## config.mk

```make
export PLATFORM = sky130hd
export DESIGN_NAME = sri_ram
export DESIGN_NICKNAME = d
export VERILOG_FILES = /design/src/rtl/sri_ram.sv
export SDC_FILE = /design/constraint.sdc
export NUM_CORES = 1
export LEC_CHECK = 0
export BUFFER_PORTS_ARGS = -buffer_cell sky130_fd_sc_hd__buf_4
export CORE_MARGIN = 2
export CORE_UTILIZATION = 34
export CTS_CLUSTER_SIZE = 12
export DETAILED_ROUTE_END_ITERATION = 6
export PLACE_DENSITY_LB_ADDON = 0.12
export SYNTH_ARGS = -nofsm -noshare
export SYNTH_HDL_FRONTEND = slang
export SYNTH_SLANG_ARGS = --single-unit
```

## constraint.sdc

```tcl
create_clock -name i_clk -period 2.8 [get_ports i_clk]
set_input_delay 0.28 -clock i_clk [delete_from_list [all_inputs] [get_ports i_clk]]
set_output_delay 0.28 -clock i_clk [all_outputs]
set_load 0.05 [all_outputs]
```

## src/rtl/sri_ram.sv

```systemverilog
// Generic single-write, single-read RAM with registered read data.
module sri_ram #(
    parameter int WIDTH = 8,
    parameter int DEPTH = 16
) (
    input  logic                     i_clk,
    input  logic                     i_wr_en,
    input  logic [$clog2(DEPTH)-1:0] i_wr_addr,
    input  logic [WIDTH-1:0]         i_wr_data,
    input  logic                     i_rd_en,
    input  logic [$clog2(DEPTH)-1:0] i_rd_addr,
    output logic [WIDTH-1:0]         o_rd_data
);

    logic [WIDTH-1:0] r_mem [DEPTH];
    logic [WIDTH-1:0] r_rd_data;

    // Write port and registered read port
    always_ff @(posedge i_clk) begin
        if (i_wr_en) begin
            r_mem[i_wr_addr] <= i_wr_data;
        end
        if (i_rd_en) begin
            r_rd_data <= r_mem[i_rd_addr];
        end
    end

    assign o_rd_data = r_rd_data;

endmodule

```

==> impl_metrics.yaml <==
clock_tree:
  clock_sinks: 136
  cts_resized: 0
  numCtsBuffers: 17
  clk_pin_slew_ns: 0.06
  ctsHoldBuffers: 0
  post_cts_buffers: 0
  root_buffer: "clkbuf_16"
  htreeDepth: 4
  cts_tree: "yes"
  clock_path_buffers: 2
  clk_latency_ns: 0.41
min_path:
  hold_class: "in -> reg"
worst_setup_path:
  crit_required_ns: 2.96
  cp-start-kind: "input port"
  cp-end-kind: "flip-flop"
  crit_type: "in -> reg"
  worstPathArrival_ns: 1.78
  critPathMaxFanout: 22
pwr:
  ir_worst_vdd_uv: 459.2
  p_seq_frac: 0.468
  power.switching_w: 0.0009698
  p_clk_frac: 0.479
  power.density_nw_per_um2: 776.7
  swShare: 0.1968
  p_leak_nw: 2.128
  power.internal_w: 0.003958
  p_comb_frac: 0.053
synth:
  syn_area_sq_um: 5228
  synth_seq_cells: 136
  syn_avg_cell_area_sq_um: 22.83
  yosysWarnings: 0
  syn-instance-count: 229
  ys_seq_area_frac: 0.7812
  syn_nets: 248
  synth.distinct_cells: 18
route:
  drc: 0
  vias: 2426
  wire_per_inst_um: 23.05
  firstDrtPassIters: 4
  wl_mm: 11.11
  postRouteAntennaNets: 0
  drtIter0Drc: 179
  vias_per_cell: 5.033
final_layout:
  n_antenna_cell: 0
  stdcell_count: 482
  num-fill-cells: 1347
  finish.net_count: 300
  syn2layout_area_growth_pct: 21.37
  drive_above_1_share: 0.3095
sta:
  fin_worst_skew_ns: 0.007478
  slew_viol_final: 0
  rsz0062_at_grt: "false"
  setup_viol: 0
  hold_violations: 0
  slew_headroom: 0.4217
  post-route-period-util: 0.5786
  finalSetupTns_ns: 0
  min_period_ns: 1.620
  worst_slew_pin_slew_ns: 0.8642
  timing.fmax_ghz: 0.6172
status:
  status: "completed"
global_route:
  track_usage: 0.1500
  grt_pass1_wl_mm: 16.75
  antenna_found_initial: 0
  grt_pass1_vias: 2561
  overflow: 0
  grt_start_max_net_pins: 33
die:
  pin_count: 27
  num_rows: 45
  die_area_sq_um: 16380
  core_area_sq_um: 15090
  die_width_um: 128.0
  start_util: 0.3464
  die_h_um: 128.0
run:
  drv_cap: 0
placed_design:
  dp_hpwl_mm: 6.894
  io_buffers: 26
  place_inst: 450
  routabilityCongestion: 0.6643
cells in the mapped netlist:
| cell | count | area share |
|---|---|---|
| a22oi_1 | 16 | 0.023 |
| and2_1 | 1 | 0.0012 |
| and2b_1 | 1 | 0.0014 |
| buf_2 | 3 | 0.0029 |
| buf_4 | 1 | 0.0014 |
| buf_6 | 3 | 0.0065 |
| clkdlybuf4s25_2 | 3 | 0.0057 |
| edfxtp_1 | 136 | 0.78 |
| mux4_1 | 14 | 0.070 |
| mux4_2 | 18 | 0.078 |
| nand2_1 | 9 | 0.0065 |
| nand2b_1 | 2 | 0.0024 |
| nand3_1 | 1 | 0.00096 |
| nand3b_1 | 2 | 0.0029 |
| nor2_1 | 13 | 0.0093 |
| nor2b_1 | 1 | 0.0012 |
| nor3_1 | 4 | 0.0038 |
| or3b_2 | 1 | 0.0017 |
area by class of cell:
cell class	count	area, sq um	area share
flip-flops and latches	136	4084	0.6437
multi-input cells	83	1057	0.1666
clock buffers	17	425.4	0.06705
repair buffers	43	335.3	0.05285
well taps	188	235.2	0.03707
clock inverters	15	207.7	0.03274
cell usage in the layout, fill, tap and decap left out:
master / n
a22oi_1: 16
and2_1: 1
and2b_1: 1
buf_12: 1
buf_4: 42
bufinv_16: 5
clkbuf_16: 17
clkinv_1: 3
clkinv_2: 3
clkinv_4: 1
clkinvlp_4: 3
edfxtp_1: 136
mux4_1: 14
mux4_2: 18
nand2_1: 9
nand2b_1: 2
nand3_1: 1
nand3b_1: 2
nor2_1: 13
nor2b_1: 1
nor3_1: 4
or3b_2: 1
power groups by stage:
stage	sequential (W)	clock (W)	combinational, W
2_1_floorplan	0.00238	0	0.000116
3_3_place_gp	0.00235	0	0.000263
3_5_place_dp	0.00235	0	0.000266
4_1_cts	0.00231	0.00241	0.000266
5_1_grt	0.00231	0.00250	0.000281
6_report	0.00231	0.00236	0.000259
layer usage:
| layer | GRT usage | vias to the layer above | wire length, um |
|---|---|---|---|
| li1 | - | 1085 | - |
| met1 | 0.2019 | 1279 | 5227 |
| met2 | 0.2344 | 56 | 5339 |
| met3 | 0.04549 | 6 | 473 |
| met4 | 0.05042 | 0 | 68 |
| met5 | 0 | - | 0 |
stage by stage:
step                worst slack (ns)  utilization  hold WS [ns]  instance area (sq um)  total power, W
floorplan                      1.027            -        0.3789                   5228        0.002496
global placement              0.6786       0.3785        0.5973                   5712        0.002611
detailed placement            0.6718       0.3785        0.6117                   5712        0.002615
CTS                            1.118       0.4205        0.1738                   6345        0.004984
global route                   1.042       0.4205        0.1717                   6345        0.005088
finish                         1.180       0.4205        0.1896                   6345        0.004928
state kept, by name (all words and copies together), names as in the netlist:
name	count
o_rd_data	8
r_mem	128
worst max-delay path: stages:
cell and delay, ns:
buf_4 0.40, buf_12 0.21, mux4_1 0.54, a22oi_1 0.26
nand2_1 0.08
kinds of logic (layout without fill, tap and decap cells):
group,after synthesis,in the layout,share of synthesized area
mux,32,32,0.1479
compound gates,16,16,0.02298
simple gates,35,35,0.03136
buf+inv,10,75,0.01651
flops,136,136,0.7812
path summary, 6_finish.rpt:
path,end,depth (start not counted),from,slack (ns)
min reg2reg,o_rd_data[5]$_DFFE_PP_,3,r_mem[8][5]$_DFFE_PP_,0.76
min,r_mem[6][4]$_DFFE_PP_,1,i_wr_data[4],0.19
max,o_rd_data[5]$_DFFE_PP_,5,i_rd_addr[0],1.18
max reg2reg,o_rd_data[1]$_DFFE_PP_,3,r_mem[8][1]$_DFFE_PP_,1.27
Power figures use the tool's default switching activity.
