## config.mk

```make
export PLATFORM = sky130hd
export DESIGN_NAME = sri_cmp_unit
export DESIGN_NICKNAME = d
export VERILOG_FILES = /design/src/rtl/sri_pkg.sv /design/src/rtl/sri_cmp_unit.sv
export SDC_FILE = /design/constraint.sdc
export NUM_CORES = 1
export LEC_CHECK = 0
export CAP_MARGIN = 25
export CELL_PAD_IN_SITES_DETAIL_PLACEMENT = 1
export CELL_PAD_IN_SITES_GLOBAL_PLACEMENT = 1
export CORE_MARGIN = 8
export CORE_UTILIZATION = 56
export CTS_CLUSTER_SIZE = 20
export DETAILED_ROUTE_END_ITERATION = 10
export DONT_BUFFER_PORTS = 1
export HOLD_SLACK_MARGIN = 0.02
export PLACE_DENSITY_LB_ADDON = 0.1
export SLEW_MARGIN = 10
export SYNTH_ARGS = -nofsm -noshare
export SYNTH_HDL_FRONTEND = slang
export SYNTH_SLANG_ARGS = --single-unit
```

## constraint.sdc

```tcl
create_clock -name i_clk -period 11.5 [get_ports i_clk]
set_input_delay 2.3 -clock i_clk [delete_from_list [all_inputs] [get_ports i_clk]]
set_output_delay 2.3 -clock i_clk [all_outputs]
set_load 0.01 [all_outputs]
```

## src/rtl/sri_pkg.sv

```systemverilog
// Shared constants and widths for the stratified resampling index block.
package sri_pkg;

    // Sizing
    localparam int MAX_PARTICLES = 128;
    localparam int FRAC_BITS     = 16;

    localparam int PTR_W     = $clog2(MAX_PARTICLES);
    localparam int CNT_W     = $clog2(MAX_PARTICLES + 1);
    localparam int WEIGHT_W  = 16;
    localparam int UNIFORM_W = 16;
    localparam int SUM_W     = 24;
    localparam int INDEX_W   = 7;
    localparam int CFG_W     = 8;

    localparam int TGT_W  = PTR_W + FRAC_BITS;
    localparam int PROD_W = CNT_W + SUM_W;
    localparam int CMP_W  = (TGT_W > PROD_W) ? TGT_W : PROD_W;
    localparam int RAM_W  = WEIGHT_W + SUM_W;

    localparam logic [SUM_W-1:0] SUM_MAX = '1;

    // Configuration port
    localparam int APB_ADDR_W = 3;
    localparam int APB_DATA_W = 32;
    localparam logic [APB_ADDR_W-1:0] ADDR_PARTICLE_COUNT = 3'd0;
    localparam logic [CFG_W-1:0]      PARTICLE_COUNT_RST  = 8'd100;

    // Item function codes
    localparam logic FUNC_LOAD = 1'b0;
    localparam logic FUNC_DRAW = 1'b1;

endpackage

```

## src/rtl/sri_cmp_unit.sv

```systemverilog
// Shared scale-and-compare unit: registers N * cumsum, then tests target < product.
module sri_cmp_unit (
    input  logic                      i_clk,
    input  logic                      i_mul_en,
    input  logic [sri_pkg::CNT_W-1:0] i_n,
    input  logic [sri_pkg::SUM_W-1:0] i_cum,
    input  logic [sri_pkg::TGT_W-1:0] i_target,
    output logic                      o_lt
);

    logic [sri_pkg::PROD_W-1:0] r_prod;
    logic [sri_pkg::PROD_W-1:0] n_prod;

    // Scale the cumulative sum by the particle count
    assign n_prod = sri_pkg::PROD_W'(i_n) * sri_pkg::PROD_W'(i_cum);

    always_ff @(posedge i_clk) begin
        if (i_mul_en) begin
            r_prod <= n_prod;
        end
    end

    // Compare the stratified target against the registered product
    assign o_lt = sri_pkg::CMP_W'(i_target) < sri_pkg::CMP_W'(r_prod);

endmodule

```

==> results of run 1 <==
-- critical path, stage by stage --
cell and delay, ps:
ha_1 280, a21o_1 160, a21o_1 170, a21oi_1 190
o311ai_1 130, a211oi_1 290, nor3_1 110, o311ai_1 450
-- per-layer routing --
metal	wire length (um)	part of all wire (%)	up-vias
met5	0	0	-
met4	231	1.2	0
met3	1220	6.2	15
met2	9590	49	162
met1	8500	44	2764
li1	-	-	2515
-- cells in the final DEF (no fill, tap or decap), drive strengths merged, types with 4 or more instances in the layout --
cell    instances
a21oi          33
fa            132
a211oi         10
nor3            5
o21a            4
edfxtp         32
nor2           22
clkbuf          7
and2          147
nand4          16
nand2          63
xnor2          18
ha             74
inv           149
o21ai          20
a21o           19
nand3           6
o311ai          4
xor2            9
-- worst max path at each step --
stage               slack (ps)              endpoint  depth (start not counted)         from
CTS                       5040                  o_lt                          8  i_target[5]
global placement          4990  r_prod[31]$_DFFE_PP_                         16       i_n[7]
floorplan                 4970  r_prod[31]$_DFFE_PP_                         17       i_n[7]
global route              4870                  o_lt                          8  i_target[9]
detailed placement        4910  r_prod[31]$_DFFE_PP_                         16       i_n[7]
finish                    5120                  o_lt                          8  i_target[9]
-- area by class of cell --
cell class,count,share of cell area (%)
well taps,180,2.85
clock inverters,1,0.0475
flip-flops and latches,32,12.2
clock buffers,7,1.68
multi-input cells,604,76.2
inverters,149,7.08
-- logic make-up after synthesis --
group / Yosys count / synth area share, %
DFF: 32 / 12.5
xor gates and xnor gates: 27 / 3.07
AOI/OAI and AO/OA: 99 / 9.33
and+or+nand+nor: 272 / 19.5
buffers and inverters: 177 / 9.31
adders and majority gates: 206 / 46.4
-- report_power, final --
group / leakage (nW) / total (mW) / switching [mW] / internal, mW
registers: 0.313 / 0.264 / 0.0150 / 0.249
clock network: 0.0655 / 0.121 / 0.0418 / 0.0792
logic: 3.46 / 1.44 / 0.866 / 0.573
-- through the flow --
stage | hold WS (ps) | cell area, um^2
6_report | 2140 | 7900
5_1_grt | 2130 | 7900
4_1_cts | 2130 | 7900
3_5_place_dp | 2420 | 7770
3_3_place_gp | 2420 | 7770
2_1_floorplan | 2410 | 7700
==> results.md, run 1 <==
* Netlist cell types at between 40 and 50
* GP Congestion at ~0.94
* Share of the synthesized area in the top cell type at between 30% and 40%
* Power Total at approximately 1.8 mW
* RSZ-0062 raised after global routing: false
* Placement row count at 43
* Post-DP HPWL at between 15000 and 20000 um
* CORE AREA at 0.0137 mm^2
* CP Class: input port to output pin
* Worst-path fanout max at 2
* Root Buffer: clkbuf_16
* Seq/Total Area, Yosys at around 12%
* Syn_nets at 1076
* Global route overflow at 0
* Utilization after layout at a little under 60%
* Cell Area, Synth at roughly 0.0077 mm^2
* Post-Syn Instances at approximately 800
* Die area at 0.0178 mm^2
* Post-Layout Cell Count at around 1000
* Syn. warnings at 0
* Num CTS Buffers at 5
* Hold path start: i_mul_en
* Met1 Use GR at between 20% and 30%
* First-pass GRT wire length at around 33000 um
* Tot GR Track Use at 22.8%
* Top Registers: r_prod (32)
* Final setup fails at 0
* Die width at roughly 130 um
* Synth Flop Type: edfxtp_1
* Initial DRC count at roughly 240
* Sink Count at 32
* Met2 Track Usage GR at between 30% and 40%
* Place WS at around 5000 ps
* Initial core utilization at a little under three fifths
* Hold Buf Count CTS at 0
* Period utilization at between 50% and 60%
* Routed Antenna Nets at 0
* Layout cells sized above 1 at approximately 3.7%
* Pin count of the biggest net entering global routing at 33
* Top Ports at 58
* Leak at between 3 and 4 nW
* Inst Count DP at ~970
* Synth-to-layout area growth at 2.65%
* Met3 Track Usage GR at between 3 and 4%
* Worst EP arrival at slightly above 4000 ps
* Most Crowded Layer GR: met2
* Register Area at 961 um^2
* Final Hold Fails at 0
* Port bufs at 0
* Die H at about 130 um
* DR WL/cell at about 20 um
* Final WS setup at 5120 ps
* # fillers at 1531
* Number of diodes at 0
* Post-CTS Setup Bufs at 0
* Final Max Slew Viols at 0
* F_max at ~160 MHz
* Number of nets in the layout at roughly 1.1k
* Initial antenna violation count at 0
* Max-Cap Viols at 0
* Tmin final at roughly 6400 ps
* Most frequent cell after synthesis: inv_1
* Area contributors post-synth: fa_1, edfxtp_1, ha_1
* WHS Path Cells at 0
* Worst Max-Slew Pin Slew at ~450 ps
* TritonRoute pass-1 iters at 4
* Biggest register: r_prod
* CP startpoint kind: input port
* CTS clk-pin slew, worst paths at roughly 50 ps
* TritonCTS clock tree: done
* H-tree level count at 2
* Vias in the first global route at between 6k and 7k
* Worst Hold Class: input port to register
* Via count at 5456
* DRT Wirelength at approximately 20000 um
* DRC viols at 0
* Outcome: completed
* Area of the multi-input gates at approximately 0.0060 mm^2
* Synth cell count leaders: inv_1, and2_1, fa_1
* Vias per cell at 5.61
* Asr flop ratio synth at 0%
* Post-Synthesis Mean Instance Area at between 9 and 10 um^2
* EDFF count, synth at 32
* Max_slew headroom at a little over two thirds
* Worst-case clock buffer depth at 2
* Fin Setup TNS at 0 ps
* Cts repair resizes at 0
* Pwr/cell area at ~230 mW/mm^2
* Setup crit end kind: output pin
* VDD IR max at just over 0.08 mV
* Flops & latches, synth at 32
* Number of flip-flops in the largest register at 32
* Area leader, netlist: fa_1
* Min-Delay Endpoint: r_prod[4]$_DFFE_PP_
* Required @ worst endpoint at around 9200 ps
No activity file was read; power rests on OpenSTA's default activity.
==> run 2, diff against run 1 <==
--- a/config.mk
+++ b/config.mk
@@ -9,7 +9,7 @@
 export CELL_PAD_IN_SITES_DETAIL_PLACEMENT = 1
 export CELL_PAD_IN_SITES_GLOBAL_PLACEMENT = 1
 export CORE_MARGIN = 8
-export CORE_UTILIZATION = 56
+export CORE_UTILIZATION = 47
 export CTS_CLUSTER_SIZE = 20
 export DETAILED_ROUTE_END_ITERATION = 10
 export DONT_BUFFER_PORTS = 1
==> constraint.sdc (replaced) <==
create_clock -name i_clk -period 5.6 [get_ports i_clk]
set_input_delay 1.12 -clock i_clk [delete_from_list [all_inputs] [get_ports i_clk]]
set_output_delay 1.12 -clock i_clk [all_outputs]
set_load 0.01 [all_outputs]
==> results.md, run 2 (synthesis gave the netlist of run 1 again) <==
* Pwr/cell area at 467 mW/mm^2 (+100%)
* Leading cell type in the layout, fill and taps excluded: inv_1
* Final setup fails at 0 (unchanged)
* Die area at 0.0207 mm^2 (+17%)
* Post-CTS Setup Bufs at 0 (unchanged)
* Inst Count DP at 1001 (+3.7%)
* Placed cell area at 0.00781 mm^2 (+0.58%)
* Sink Count at 32 (unchanged)
* GP Congestion at 0.836 (-11%)
* DRC viols at 0 (unchanged)
* Worst-case clock buffer depth at 2 (unchanged)
* Initial core utilization at 48.3% (-8.0 points)
* Power Total at 3.71 mW (+100%)
* F_max at around 200 MHz
* CP startpoint kind: input port
* Max_slew headroom at 68.5% (-0.90 points)
* Worst EP arrival at 5130 ps (+1050 ps)
* Worst-path fanout max at 8 (+6)
* Min-Delay Endpoint: r_prod[4]$_DFFE_PP_
* Final Max Slew Viols at 0 (unchanged)
* Final Hold Fails at 0 (unchanged)
* Root Buffer: clkbuf_16
* Biggest register: r_prod
* Cts repair resizes at 0 (unchanged)
* Port bufs at 0 (unchanged)
* Slowest stage delay, CP at 580 ps (+130 ps)
* TritonRoute pass-1 iters at 4 (unchanged)
* Post-DP HPWL at 16000 um (-3.7%)
* TritonCTS clock tree: done
* First-pass GRT wire length at 31400 um (-4.0%)
* Met1 Use GR at 26.9% (-2.0 points)
* CTS clk-pin slew, worst paths at 50 ps (about the same)
* Most Crowded Layer GR: met2
* Worst Max-Slew Pin Slew at 465 ps (+13.3 ps)
* Most frequent cells in the layout: inv_1, and2_1, fa_1
* Pin count of the biggest net entering global routing at 33 (unchanged)
* Max-Cap Viols at 0 (unchanged)
* DR WL/cell at 18.5 um (-8.0%)
* Outcome: completed
* CP Class: input port to register
* Fin Setup TNS at 0 ps (unchanged)
* Top Ports at 58 (unchanged)
* Initial DRC count at 161 (-34%)
* Routed Antenna Nets at 0 (unchanged)
* CORE AREA at 0.0159 mm^2 (+17%)
* Worst Hold Class: input port to register
* Leak at 3.84 nW (about the same)
* Period utilization at 91.3%
* WHS Path Cells at 0 (unchanged)
* Placement row count at 46 (+7.0%)
* Crit-path most repeated cell: fa_1
* Cell Chain, Critical Path: and2_1, fa_1, fa_1, fa_1, inv_1, fa_1, inv_1, ha_1, a21oi_2, o21a_2, o21ai_1, a21oi_1, nand4_1, a41oi_1, xnor2_1
* DRT Wirelength at 18600 um (-4.7%)
* H-tree level count at 2 (unchanged)
* Layout cells sized above 1 at 3.66% (+0.0046 points)
* Tmin final at roughly 5100 ps
* Met2 Track Usage GR at 30.5% (-9.2 points)
* Hold Buf Count CTS at 0 (unchanged)
* VDD IR max at 0.193 mV (+130%)
* Utilization after layout at 49.8% (-8.0 points)
* Met3 Track Usage GR at 2.41% (-1.4 points)
* Setup crit end kind: register
* Top Registers: r_prod (32)
* Die H at 144 um (+8.1%)
* CP max-delay cell: fa_1
* Num CTS Buffers at 5 (unchanged)
* Number of flip-flops in the largest register at 32 (unchanged)
* Post-Layout Cell Count at 1008 (+3.6%)
* Global route overflow at 0 (unchanged)
* Initial antenna violation count at 0 (unchanged)
* Vias in the first global route at 6148 (-3.7%)
* Number of diodes at 0 (unchanged)
* Vias per cell at 5.30 (-5.5%)
* Via count at 5340 (-2.1%)
* Die width at 144 um (+8.1%)
* Final instance area at 0.00794 mm^2 (+0.52%)
* Tot GR Track Use at 19.0% (-3.8 points)
* RSZ-0062 raised after global routing: false
* Number of nets in the layout at 1055 (unchanged)
* Hold path start: i_mul_en
* Required @ worst endpoint at 5620 ps (-3580 ps)
* Synth-to-layout area growth at 3.19%
[run 2: where the power goes]
| group | switching, mW | total [mW] | internal (mW) | leakage, nW |
|---|---|---|---|---|
| clock | 0.0827 | 0.241 | 0.158 | 0.0648 |
| sequential | 0.0275 | 0.539 | 0.512 | 0.313 |
| combinational | 1.75 | 2.93 | 1.17 | 3.46 |
[run 2: how the worst max path moves through the flow]
stage              from                    to  slack (ps)  depth (start not counted)
6_report       i_cum[3]  r_prod[29]$_DFFE_PP_         490                         15
5_1_grt        i_cum[3]  r_prod[29]$_DFFE_PP_         270                         15
3_5_place_dp   i_cum[3]  r_prod[29]$_DFFE_PP_         170                         15
3_3_place_gp   i_cum[3]  r_prod[30]$_DFFE_PP_         290                         15
4_1_cts        i_cum[3]  r_prod[29]$_DFFE_PP_         460                         15
2_1_floorplan    i_n[7]  r_prod[31]$_DFFE_PP_         250                         17
[run 2: critical path: cells and delay by family]
kind	cells	cell delay (ps)
buf+inv	2	120
simple gates	2	270
compound gates	5	1010
fa+ha+maj	5	2540
xor+xnor	1	80
[run 2: layout make-up]
class / count / area, um^2
multi-input combinational: 604 / 6020
clock inverter: 2 / 7.51
fill: 1857 / 8000
clock buffer: 5 / 125
inverter: 149 / 559
sequential: 32 / 961
tap: 216 / 270
[run 2: stage by stage]
step	setup WS, ps	hold slack (ps)
floorplan	252	1230
global placement	289	1240
detailed placement	173	1240
CTS	455	955
global route	271	947
finish	488	960
[run 2: routing by layer]
layer	share of wire, %	wire (um)
met1	49	9180
met2	45	8290
met3	5.0	930
met4	1.1	214
met5	0	0
